[src/design/ccb_pkg.sv]
// Shared types and constants for the color box centroid block.
package ccb_pkg;

    localparam int PIX_W = 8;
    localparam int COORD_W = 12;
    localparam int QUOT_W = 12;
    localparam int COUNT_OUT_W = 25;
    localparam int CFG_ADDR_W = 3;
    localparam int MIN_HITS = 10;
    localparam int QUEUE_DEPTH = 2;

    typedef enum logic [CFG_ADDR_W-1:0] {
        REG_RED_LOW    = 3'd0,
        REG_GREEN_LOW  = 3'd1,
        REG_BLUE_LOW   = 3'd2,
        REG_RED_HIGH   = 3'd3,
        REG_GREEN_HIGH = 3'd4,
        REG_BLUE_HIGH  = 3'd5
    } cfg_reg_t;

    typedef enum logic [1:0] {
        ST_IDLE,
        ST_DIV,
        ST_OUT
    } back_state_t;

    typedef struct packed {
        logic full;
        logic empty;
    } queue_status_t;

endpackage

[src/design/ccb_front.sv]
// Pixel classification against the color box and per-frame accumulation.
module ccb_front
    import ccb_pkg::*;
#(
    parameter int MAX_DIM = 4096,
    parameter int CNT_W = 25,
    parameter int SUM_W = 37
) (
    input  logic                  aclk,
    input  logic                  aresetn,
    input  logic                  cfg_wr_en,
    input  logic [CFG_ADDR_W-1:0] cfg_addr,
    input  logic [PIX_W-1:0]      cfg_wdata,
    input  logic                  s_valid,
    output logic                  s_ready,
    input  logic [PIX_W-1:0]      s_red,
    input  logic [PIX_W-1:0]      s_green,
    input  logic [PIX_W-1:0]      s_blue,
    input  logic [COORD_W-1:0]    s_col,
    input  logic [COORD_W-1:0]    s_row,
    input  logic                  s_frame_end,
    input  queue_status_t         q_status,
    output logic                  push,
    output logic [SUM_W-1:0]      push_col_sum,
    output logic [SUM_W-1:0]      push_row_sum,
    output logic [CNT_W-1:0]      push_count
);

    localparam int HIT_CAP = MAX_DIM * MAX_DIM;

    logic [PIX_W-1:0] red_low_reg, green_low_reg, blue_low_reg;
    logic [PIX_W-1:0] red_high_reg, green_high_reg, blue_high_reg;
    logic [SUM_W-1:0] col_sum_reg, col_sum_next;
    logic [SUM_W-1:0] row_sum_reg, row_sum_next;
    logic [CNT_W-1:0] hit_count_reg, hit_count_next;
    logic             accept;
    logic             hit;

    always_ff @(posedge aclk) begin
        if (!aresetn) begin
            red_low_reg    <= '0;
            green_low_reg  <= '0;
            blue_low_reg   <= '0;
            red_high_reg   <= '0;
            green_high_reg <= '0;
            blue_high_reg  <= '0;
        end else if (cfg_wr_en) begin
            unique case (cfg_addr)
                REG_RED_LOW:    red_low_reg    <= cfg_wdata;
                REG_GREEN_LOW:  green_low_reg  <= cfg_wdata;
                REG_BLUE_LOW:   blue_low_reg   <= cfg_wdata;
                REG_RED_HIGH:   red_high_reg   <= cfg_wdata;
                REG_GREEN_HIGH: green_high_reg <= cfg_wdata;
                REG_BLUE_HIGH:  blue_high_reg  <= cfg_wdata;
                default: ;
            endcase
        end
    end

    assign s_ready = !q_status.full;
    assign accept  = s_valid && s_ready;

    always_comb begin
        hit = (s_red > red_low_reg) && (s_red < red_high_reg)
            && (s_green > green_low_reg) && (s_green < green_high_reg)
            && (s_blue > blue_low_reg) && (s_blue < blue_high_reg)
            && (hit_count_reg < CNT_W'(HIT_CAP));
        col_sum_next   = col_sum_reg;
        row_sum_next   = row_sum_reg;
        hit_count_next = hit_count_reg;
        if (hit) begin
            col_sum_next   = col_sum_reg + SUM_W'(s_col);
            row_sum_next   = row_sum_reg + SUM_W'(s_row);
            hit_count_next = hit_count_reg + CNT_W'(1);
        end
    end

    assign push         = accept && s_frame_end && (hit_count_next > CNT_W'(MIN_HITS));
    assign push_col_sum = col_sum_next;
    assign push_row_sum = row_sum_next;
    assign push_count   = hit_count_next;

    always_ff @(posedge aclk) begin
        if (!aresetn) begin
            col_sum_reg   <= '0;
            row_sum_reg   <= '0;
            hit_count_reg <= '0;
        end else if (accept) begin
            if (s_frame_end) begin
                col_sum_reg   <= '0;
                row_sum_reg   <= '0;
                hit_count_reg <= '0;
            end else begin
                col_sum_reg   <= col_sum_next;
                row_sum_reg   <= row_sum_next;
                hit_count_reg <= hit_count_next;
            end
        end
    end

endmodule

[src/design/ccb_queue.sv]
// Short queue of frame totals between the accumulator and the divider.
module ccb_queue
    import ccb_pkg::*;
#(
    parameter int DATA_W = 99
) (
    input  logic              aclk,
    input  logic              aresetn,
    input  logic              push,
    input  logic [DATA_W-1:0] push_data,
    input  logic              pop,
    output logic [DATA_W-1:0] pop_data,
    output queue_status_t     q_status
);

    localparam int PTR_W = $clog2(QUEUE_DEPTH);
    localparam int FILL_W = $clog2(QUEUE_DEPTH + 1);

    logic [DATA_W-1:0] entry_reg [QUEUE_DEPTH];
    logic [PTR_W-1:0]  wr_ptr_reg, rd_ptr_reg;
    logic [FILL_W-1:0] fill_reg;

    always_ff @(posedge aclk) begin
        if (push) begin
            entry_reg[wr_ptr_reg] <= push_data;
        end
    end

    always_ff @(posedge aclk) begin
        if (!aresetn) begin
            wr_ptr_reg <= '0;
            rd_ptr_reg <= '0;
            fill_reg   <= '0;
        end else begin
            if (push) begin
                wr_ptr_reg <= (wr_ptr_reg == PTR_W'(QUEUE_DEPTH - 1)) ? '0
                                                                    : wr_ptr_reg + PTR_W'(1);
            end
            if (pop) begin
                rd_ptr_reg <= (rd_ptr_reg == PTR_W'(QUEUE_DEPTH - 1)) ? '0
                                                                    : rd_ptr_reg + PTR_W'(1);
            end
            if (push && !pop) begin
                fill_reg <= fill_reg + FILL_W'(1);
            end else if (pop && !push) begin
                fill_reg <= fill_reg - FILL_W'(1);
            end
        end
    end

    assign pop_data       = entry_reg[rd_ptr_reg];
    assign q_status.full  = (fill_reg == FILL_W'(QUEUE_DEPTH));
    assign q_status.empty = (fill_reg == '0);

endmodule

[src/design/ccb_back.sv]
// Restoring divider that turns frame totals into the centroid result.
module ccb_back
    import ccb_pkg::*;
#(
    parameter int CNT_W = 25,
    parameter int SUM_W = 37
) (
    input  logic                   aclk,
    input  logic                   aresetn,
    input  queue_status_t          q_status,
    input  logic [SUM_W-1:0]       pop_col_sum,
    input  logic [SUM_W-1:0]       pop_row_sum,
    input  logic [CNT_W-1:0]       pop_count,
    output logic                   pop,
    output logic                   m_valid,
    input  logic                   m_ready,
    output logic [QUOT_W-1:0]      m_center_col,
    output logic [QUOT_W-1:0]      m_center_row,
    output logic [COUNT_OUT_W-1:0] m_match_count
);

    localparam int DIV_W = CNT_W + QUOT_W - 1;
    localparam int STEP_W = $clog2(QUOT_W);

    back_state_t       state_reg, state_next;
    logic              div_en;
    logic [SUM_W-1:0]  col_rem_reg, col_rem_next;
    logic [SUM_W-1:0]  row_rem_reg, row_rem_next;
    logic [DIV_W-1:0]  div_reg, div_next;
    logic [CNT_W-1:0]  cnt_reg, cnt_next;
    logic [QUOT_W-1:0] col_quot_reg, col_quot_next;
    logic [QUOT_W-1:0] row_quot_reg, row_quot_next;
    logic [STEP_W-1:0] step_reg, step_next;
    logic              col_ge, row_ge;

    always_comb begin
        state_next = state_reg;
        unique case (state_reg)
            ST_IDLE: if (!q_status.empty) state_next = ST_DIV;
            ST_DIV:  if (step_reg == STEP_W'(QUOT_W - 1)) state_next = ST_OUT;
            ST_OUT:  if (m_ready) state_next = ST_IDLE;
            default: state_next = ST_IDLE;
        endcase
    end

    always_comb begin
        pop     = 1'b0;
        div_en  = 1'b0;
        m_valid = 1'b0;
        unique case (state_reg)
            ST_IDLE: pop = !q_status.empty;
            ST_DIV:  div_en = 1'b1;
            ST_OUT:  m_valid = 1'b1;
            default: ;
        endcase
    end

    always_ff @(posedge aclk) begin
        if (!aresetn) begin
            state_reg <= ST_IDLE;
        end else begin
            state_reg <= state_next;
        end
    end

    always_comb begin
        col_ge        = col_rem_reg >= SUM_W'(div_reg);
        row_ge        = row_rem_reg >= SUM_W'(div_reg);
        col_rem_next  = col_rem_reg;
        row_rem_next  = row_rem_reg;
        div_next      = div_reg;
        cnt_next      = cnt_reg;
        col_quot_next = col_quot_reg;
        row_quot_next = row_quot_reg;
        step_next     = step_reg;
        if (pop) begin
            col_rem_next = pop_col_sum;
            row_rem_next = pop_row_sum;
            div_next     = DIV_W'(pop_count) << (QUOT_W - 1);
            cnt_next     = pop_count;
            step_next    = '0;
        end else if (div_en) begin
            if (col_ge) begin
                col_rem_next = col_rem_reg - SUM_W'(div_reg);
            end
            if (row_ge) begin
                row_rem_next = row_rem_reg - SUM_W'(div_reg);
            end
            col_quot_next = {col_quot_reg[QUOT_W-2:0], col_ge};
            row_quot_next = {row_quot_reg[QUOT_W-2:0], row_ge};
            div_next      = div_reg >> 1;
            step_next     = step_reg + STEP_W'(1);
        end
    end

    always_ff @(posedge aclk) begin
        col_rem_reg  <= col_rem_next;
        row_rem_reg  <= row_rem_next;
        div_reg      <= div_next;
        cnt_reg      <= cnt_next;
        col_quot_reg <= col_quot_next;
        row_quot_reg <= row_quot_next;
        step_reg     <= step_next;
    end

    assign m_center_col  = col_quot_reg;
    assign m_center_row  = row_quot_reg;
    assign m_match_count = COUNT_OUT_W'(cnt_reg);

endmodule

[src/design/color_box_centroid.sv]
// Top level of the color box centroid block.
// The block takes one pixel word per clock while s_ready is high. Each channel
// is compared strictly against its lower and upper bound, and matching pixels
// add their column and row into running sums. On the word that carries
// frame_end the totals, including that last pixel, are handed to a two-entry
// queue when more than ten pixels matched, and the sums restart for the next
// frame. A restoring divider works out both means in parallel, one quotient
// bit per clock, and the result waits in the output register until taken.
// The input stalls only when both queue entries hold frames still waiting for
// the divider, which happens when results are not taken downstream or when
// frames with more than ten matches keep arriving faster than the divider
// finishes them.
module color_box_centroid
    import ccb_pkg::*;
#(
    parameter int MAX_DIM = 4096
) (
    input  logic                   aclk,
    input  logic                   aresetn,
    input  logic                   cfg_wr_en,
    input  logic [CFG_ADDR_W-1:0]  cfg_addr,
    input  logic [PIX_W-1:0]       cfg_wdata,
    input  logic                   s_valid,
    output logic                   s_ready,
    input  logic [PIX_W-1:0]       s_red,
    input  logic [PIX_W-1:0]       s_green,
    input  logic [PIX_W-1:0]       s_blue,
    input  logic [COORD_W-1:0]     s_col,
    input  logic [COORD_W-1:0]     s_row,
    input  logic                   s_frame_end,
    output logic                   m_valid,
    input  logic                   m_ready,
    output logic [QUOT_W-1:0]      m_center_col,
    output logic [QUOT_W-1:0]      m_center_row,
    output logic [COUNT_OUT_W-1:0] m_match_count
);

    localparam int CNT_W = $clog2(MAX_DIM * MAX_DIM + 1);
    localparam int SUM_W = CNT_W + COORD_W;
    localparam int ENTRY_W = 2 * SUM_W + CNT_W;

    queue_status_t     q_status;
    logic              push, pop;
    logic [SUM_W-1:0]  push_col_sum, push_row_sum;
    logic [CNT_W-1:0]  push_count;
    logic [ENTRY_W-1:0] pop_data;

    ccb_front #(
        .MAX_DIM (MAX_DIM),
        .CNT_W   (CNT_W),
        .SUM_W   (SUM_W)
    ) u_front (
        .aclk         (aclk),
        .aresetn      (aresetn),
        .cfg_wr_en    (cfg_wr_en),
        .cfg_addr     (cfg_addr),
        .cfg_wdata    (cfg_wdata),
        .s_valid      (s_valid),
        .s_ready      (s_ready),
        .s_red        (s_red),
        .s_green      (s_green),
        .s_blue       (s_blue),
        .s_col        (s_col),
        .s_row        (s_row),
        .s_frame_end  (s_frame_end),
        .q_status     (q_status),
        .push         (push),
        .push_col_sum (push_col_sum),
        .push_row_sum (push_row_sum),
        .push_count   (push_count)
    );

    ccb_queue #(
        .DATA_W (ENTRY_W)
    ) u_queue (
        .aclk      (aclk),
        .aresetn   (aresetn),
        .push      (push),
        .push_data ({push_col_sum, push_row_sum, push_count}),
        .pop       (pop),
        .pop_data  (pop_data),
        .q_status  (q_status)
    );

    ccb_back #(
        .CNT_W (CNT_W),
        .SUM_W (SUM_W)
    ) u_back (
        .aclk          (aclk),
        .aresetn       (aresetn),
        .q_status      (q_status),
        .pop_col_sum   (pop_data[ENTRY_W-1 -: SUM_W]),
        .pop_row_sum   (pop_data[CNT_W +: SUM_W]),
        .pop_count     (pop_data[CNT_W-1:0]),
        .pop           (pop),
        .m_valid       (m_valid),
        .m_ready       (m_ready),
        .m_center_col  (m_center_col),
        .m_center_row  (m_center_row),
        .m_match_count (m_match_count)
    );

endmodule

[config.mk]
export PLATFORM = sky130hd
export DESIGN_NAME = color_box_centroid
export DESIGN_NICKNAME = d
export VERILOG_FILES = /design/src/design/ccb_pkg.sv /design/src/design/ccb_front.sv /design/src/design/ccb_queue.sv /design/src/design/ccb_back.sv /design/src/design/color_box_centroid.sv
export SDC_FILE = /design/constraint.sdc
export NUM_CORES = 1
export LEC_CHECK = 0
export BUFFER_PORTS_ARGS = -buffer_cell sky130_fd_sc_hd__buf_4
export CAP_MARGIN = 5
export CORE_MARGIN = 2
export CORE_UTILIZATION = 45
export DETAILED_ROUTE_END_ITERATION = 8
export PLACE_DENSITY_LB_ADDON = 0.08
export SLEW_MARGIN = 20
export SYNTH_ARGS = -nofsm -noshare
export SYNTH_HDL_FRONTEND = slang
export SYNTH_SLANG_ARGS = --single-unit
[constraint.sdc]
create_clock -name aclk -period 10.5 [get_ports aclk]
set_clock_uncertainty 0.15 [all_clocks]
set_input_delay 1.575 -clock aclk [delete_from_list [all_inputs] [get_ports aclk]]
set_output_delay 1.575 -clock aclk [all_outputs]
set_load 0.03 [all_outputs]
======== Word level (Yosys, flattened, before mapping) ========
Memories as Yosys holds them, arrays and structs flattened. A register that Yosys moved wholly into a read port is not among the register bits.
Index checks and enable logic that the tools add are counted.
operators by class
  bitwise gates (word level) .............. 1
  multiplexer cells ....................... 29
  add/sub/neg operators ................... 10
  equal/unequal tests ..................... 12
  reduce and logical (&&, ||, !) cells .... 32
  $lt $le $gt $ge ......................... 10
operator list
  cell                                                                               number
  37-bit 2-to-1 mux                                                                  10
  37-bit by 12-bit adder with 37-bit output                                          2
  37-bit by 36-bit greater-or-equal comparator with 1-bit output                     2
  37-bit by 36-bit subtractor with 37-bit output                                     2
  36-bit 2-to-1 mux                                                                  2
  25-bit 2-to-1 mux                                                                  2
  25-bit by 1-bit adder with 25-bit output (second input constant)                   1
  25-bit by 4-bit greater-than comparator with 1-bit output (second input constant)  1
  25-bit less-than comparator (second input constant)                                1
  8-bit greater-than comparator                                                      3
  8-bit less-than comparator                                                         3
  2-bit AND reduction                                                                9
  1-bit logical AND                                                                  11
  2-bit 2-to-1 mux                                                                   5
  1-bit 2-to-1 mux                                                                   9
  2-bit nonzero test                                                                 4
  3-bit by 2-bit equality test with 1-bit output (second input constant)             2
  3-bit equality test (second input constant)                                        2
  2-bit one-hot mux with 3 select lines                                              1
  4-bit by 1-bit adder with 4-bit output (second input constant)                     1
  2-bit equality test (second input constant)                                        2
  4-bit equality test (second input constant)                                        1
  1-bit logical NOT                                                                  4
  2-bit logical NOT                                                                  2
  other kinds (10)                                                                   12
storage, ports and cells
  bits in registers ....................... 316
  memories ................................ 1
  memory bits (writable) .................. 198
  input port bits ......................... 65
  word-level logic and storage cells ...... 116
  output and inout port bits .............. 51
memory list
  name               words  width  read ports  clocked after Yosys merged registers in  write ports  line             source
  u_queue.entry_reg  2      99     1           1                                        1            ccb_queue.sv:19  logic [DATA_W-1:0] entry_reg [QUEUE_DEPTH];

======== Logic depth before layout (Yosys ltp) ========
  depth in word-level cells ............... 14
  depth in mapped cells ................... 16
  mapped depth without buffers ............ 15

======== Hierarchy ========
Synthesis repeated with hierarchy kept, for this count alone.
second synthesis, totals
  cell total of the unflattened synthesis .. 2697
  area, all modules ....................... 28009.4 sq um
by module, submodules not included
  module     sequential area each (sq um)  cells an instance  times used  area an instance (sq um)
  ccb_back   4784.6                        1087               1           10458.8
  ccb_front  2942.8                        1280               1           10162.2
  ccb_queue  6045.8                        330                1           7388.3

======== Worst setup path before layout ========
Ideal clock, no wire load.
  path type ............................... input to register
  from .................................... input port s_blue[2]
  to ...................................... memory u_queue.entry_reg[0][0] (enable)
  path buffers ............................ 1
  setup time .............................. 0.569 ns
  arrival ................................. 8.227 ns
  data required time ...................... 9.781 ns
  stages .................................. 12
  slack ................................... 1.554 ns
  cells stage by stage .................... ha_1 > a211oi_1 > o21ai_1 > a21oi_1 > o311ai_2 > or3_1 > buf_2 > nor3_2 > mux2i_1 > o2111a_1 > a31oi_2 > nor2b_1
on the way
  longest elaborated chain between the ends .. 9
  elaborated cells on any way between the ends .. 10
  classes of those cells .................. order compare (3); mux (3); reduce/logical (4)
ends and longest elaborated chain
  item                                                         line                      source
  from (decl)                                                  color_box_centroid.sv:27  input logic [PIX_W-1:0] s_blue,
  8-bit greater-than comparator                                ccb_front.sv:66           && (s_blue > blue_low_reg) && (s_blue < blue_high_reg)
  1-bit logical AND                                            ccb_front.sv:66
  1-bit logical AND *                                          ccb_front.sv:66
  1-bit logical AND *                                          ccb_front.sv:67           && (hit_count_reg < CNT_W'(HIT_CAP));
  25-bit 2-to-1 mux *                                          ccb_front.sv:71           if (hit) begin
  25-bit by 4-bit greater-than comparator with 1-bit output *  ccb_front.sv:78           assign push = accept && s_frame_end && (hit_count_next > CNT_W'(MIN_HITS));
  1-bit logical AND *                                          ccb_front.sv:78
  net push                                                     color_box_centroid.sv:43  logic push, pop;
  1-bit 2-to-1 mux *                                           ccb_queue.sv:24           if (push) begin
  1-bit 2-to-1 mux (not written as such) *                     ccb_queue.sv:25           entry_reg[wr_ptr_reg] <= push_data;
  to (decl)                                                    ccb_queue.sv:19
The timed path passes the listed nets; every way through them passes the cells marked *.

======== Final worst setup path ========
  from .................................... input port s_blue[2]
  to ...................................... memory u_queue.entry_reg[1][28] (enable)
on the way
  longest elaborated chain between the ends .. 9
  elaborated cells on any way between the ends .. 10
  classes of those cells .................. order compare (3); mux (3); reduce/logical (4)
ends and longest elaborated chain
  item                                                         line                      source
  8-bit greater-than comparator                                ccb_front.sv:66
  1-bit logical AND                                            ccb_front.sv:66
  1-bit logical AND *                                          ccb_front.sv:66
  1-bit logical AND *                                          ccb_front.sv:67
  25-bit 2-to-1 mux *                                          ccb_front.sv:71
  net push_count[19]                                           color_box_centroid.sv:45  logic [CNT_W-1:0] push_count;
  25-bit by 4-bit greater-than comparator with 1-bit output *  ccb_front.sv:78
  1-bit logical AND *                                          ccb_front.sv:78
  net push                                                     color_box_centroid.sv:43
  1-bit 2-to-1 mux *                                           ccb_queue.sv:24
  1-bit 2-to-1 mux (not written as such) *                     ccb_queue.sv:25
Marks and branches as above.

==> results.md <==
* Outcome: finished with violations
* Failing checks: design-rule violations
* 1st-pass router iterations at 7
* Synthesized cell area at 0.0269 mm^2
* Core Area at between 0.05 and 0.06 mm^2
* Port Buffers at about 120
* Top cells by area, synth: edfxtp_1 (39%), dfxtp_1 (13%), ha_1 (6.7%), nand2_1 (4.5%), a21oi_1 (4.4%)
* Family with the most delay on the worst path: simple AND/OR/NAND/NOR gates
* P&R area growth vs syn at 13.0%
* Number of fill cells at around 5.3k
* Post-Syn Nets at between 2k and 3k
* Peak supply drop at roughly 140 uV
* Initial antenna violation count at 1
* Hold Path Class: flip-flop to flip-flop
* CP Capture Type: flip-flop
* Post-synth EDFFs at 346
* Vias post-DR at approximately 20k
* Met3 Usage GRT at 0.0291
* Max-Cap Viols at 0
* Routed vias/inst at ~5.6
* Slew margin rel. at 0.322
* Vias in the first global route at between 15k and 20k
* Worst reg2reg path startpoint: u_front.blue_high_reg[2]
* Slew @ Worst Pin at slightly above 1000 ps
* GPL Wtd Cong at 0.879
* Unrepaired setup endpoints after global routing: no
* Resized cells post-CTS at 0
* Grt total ovfl at 0
* Antenna-violating nets left at 0
* Max-slew violation count at 0
* GR Layer Usage met2 at 0.348
* R2R Setup Slk at between 5000 and 6000 ps
* Reg2Reg Capture Point: u_queue.entry_reg[1][28]
* Global route hottest layer: met2
* Fin crit period at around 6100 ps
* CTS tree: yes
* Netlist cell types at just under 90
* Post-Synthesis Cells at between 2k and 3k
* Share of cells above drive strength 1 at 0.111
* Drt first-iter violations at between 1.5k and 2k
* Crit path kind: input pin to flip-flop
* Reg2reg path depth at 14
* Tcrit/Tclk final at 0.581
* Yosys reg bits at slightly above 500
* Sum Neg Setup Slack at 0 ps
* CTS Buffer Depth at 3
* DRT Wirelength at between 70000 and 80000 um
* Routed len/inst at just over 20 um
* Post-DP Area at 0.0285 mm^2
* CTS Root Cell: clkbuf_16
* Setup ws final at around 4400 ps
* Final #Nets at 2935
* Worst-Skew Late Latency at roughly 640 ps
* P per Cell Area at roughly 280 mW/mm^2
* Place WS at 3740 ps
* Grt met1 use at 0.341
* Register area share after synthesis at 0.511
* Post-route DRC at 4
* Most frequent cells in the layout: edfxtp_1 (346), nand2_1 (319), a21oi_1 (238), nor2_1 (178), dfxtp_1 (168)
* Stages on the worst setup path at 14
* Final instance area at 0.0304 mm^2
* Die span in x at roughly 250 um
* Postcts setup bufs at 0
* Final setup vio count at 0
* Buf/Inv on CP at 3
* Ys flop type: edfxtp_1
* Post-Syn Area per Cell at between 10 and 15 um^2
* CP dominant cell by count: buf_4
* DP HPWL at 50700 um
* Max reg flops at 198
* Initial Util at 0.456
* Critical path launch point: s_blue[2]
* Die Y-Extent at 249 um
* Crit path DAT at 6180 ps
* Endpoints failing hold at 0
* Worst Setup Start Kind: input pin
* Number of antenna cells inserted at 0
* Leak Pwr at 10.8 nW
* I/O pin cnt at about 120
* Full die area at approximately 0.062 mm^2
* CP endpoint: u_queue.entry_reg[1][28]
* First-pass GRT wire length at between 100000 and 150000 um
* Post-CTS Hold Buffers at 0
* CP Max Fanout at 75
* CTS Sinks at around 520
* F_max at approximately 160 MHz
* Clock slew seen by the registers of the worst setup and hold paths at approximately 60 ps
* WP data required at about 11000 ps
* H-tree levels at 2
* CP Cell Sequence: buf_4 -> ha_1 -> a211oi_1 -> o21ai_1 -> a21oi_1 -> o311ai_2 -> or3_2 -> buf_4 -> nor3_1 -> xor2_1 -> nor4_1 -> a31oi_2 -> and2_4 -> buf_4
* Post-synth ARST share at 0
* Largest net degree at the start of global routing at 89
* FP Rows at 89
* Syn. warnings at 0
* Worst path slowest cell: buf_4
* Total CTS buffers at 57
* Post-synth top area share at 0.386
* Total Routing Usage GR at 0.228
* Leading cell type in the layout, fill and taps excluded: edfxtp_1
* Synth area leader: edfxtp_1
* Critical path's largest stage delay at approximately 810 ps
-- cell families after synthesis --
| group | synth area share |
|---|---|
| compound gates | 0.152 |
| mux | 0.0354 |
| simple gates | 0.146 |
| buf+inv | 0.0340 |
| xor+xnor | 0.0507 |
| flops | 0.511 |
| fa+ha+maj | 0.0699 |
-- stage by stage --
stage,utilization,cells,total power [W],hold slack (ps)
after global routing,0.515,3543,0.00908,315
after floorplan,-,2642,0.00556,279
after detailed placement,0.483,3436,0.00647,291
final,0.515,3543,0.00850,301
after CTS,0.515,3543,0.00854,305
after global placement,0.482,3436,0.00640,284
-- area by class of cell --
type / instances / area, um^2 / area share
flip-flops and latches: 515 / 13800 / 0.453
multi-input cells: 1888 / 12300 / 0.404
clock buffers: 81 / 1580 / 0.0518
repair buffers: 138 / 1040 / 0.0340
well taps: 773 / 967 / 0.0318
inverters: 122 / 463 / 0.0152
clock inverters: 26 / 338 / 0.0111
-- Yosys cell counts, types with 31 or more instances --
| library cell | n |
|---|---|
| a21o_1 | 49 |
| a21oi_1 | 238 |
| a22oi_1 | 42 |
| a31oi_1 | 33 |
| and3_1 | 31 |
| clkbuf_1 | 87 |
| dfxtp_1 | 169 |
| edfxtp_1 | 346 |
| ha_1 | 144 |
| inv_1 | 121 |
| mux2_2 | 35 |
| mux2i_1 | 56 |
| nand2_1 | 320 |
| nand3_1 | 58 |
| nand4_1 | 31 |
| nor2_1 | 179 |
| nor2b_1 | 34 |
| nor3_1 | 45 |
| o21ai_0 | 157 |
| or3_1 | 33 |
| xnor2_1 | 93 |
| xor2_1 | 63 |
-- worst min-delay path by stage --
stage	startpoint	endpoint	slack, ps	cells after the start
3_5_place_dp	u_back.m_center_col[1]	u_back.m_center_col[2]	290	0
3_3_place_gp	u_back.m_center_col[1]	u_back.m_center_col[2]	280	0
5_1_grt	u_back.m_center_row[6]	u_back.m_center_row[7]	320	0
6_report	u_front.red_high_reg[1]	u_front.red_high_reg[1]	300	2
2_1_floorplan	u_back.state_reg[1]	u_back.state_reg[0]	280	1
4_1_cts	u_front.blue_high_reg[0]	u_front.blue_high_reg[0]	300	2
-- metal layers --
layer  wire length [um]  vias to the layer above
met5                  0                        -
met4               1610                        0
met3               3950                       85
met2              31600                      557
met1              34500                     9563
li1                   -                     9779
-- tightest hold or removal path, cell delays in order (launching register included) --
cell and delay [ps]:
dfxtp_1 300, nand2_1 50, a21oi_1 50
-- power by group --
part	total [W]	internal, W	switching [W]	leakage (nW)
Clock	0.00204	0.00120	0.000840	0.911
Combinational	0.00364	0.00137	0.00227	5.59
Sequential	0.00283	0.00271	0.000113	4.33
Total	0.00850	0.00527	0.00323	10.8
(Power assumes the default switching activity.)
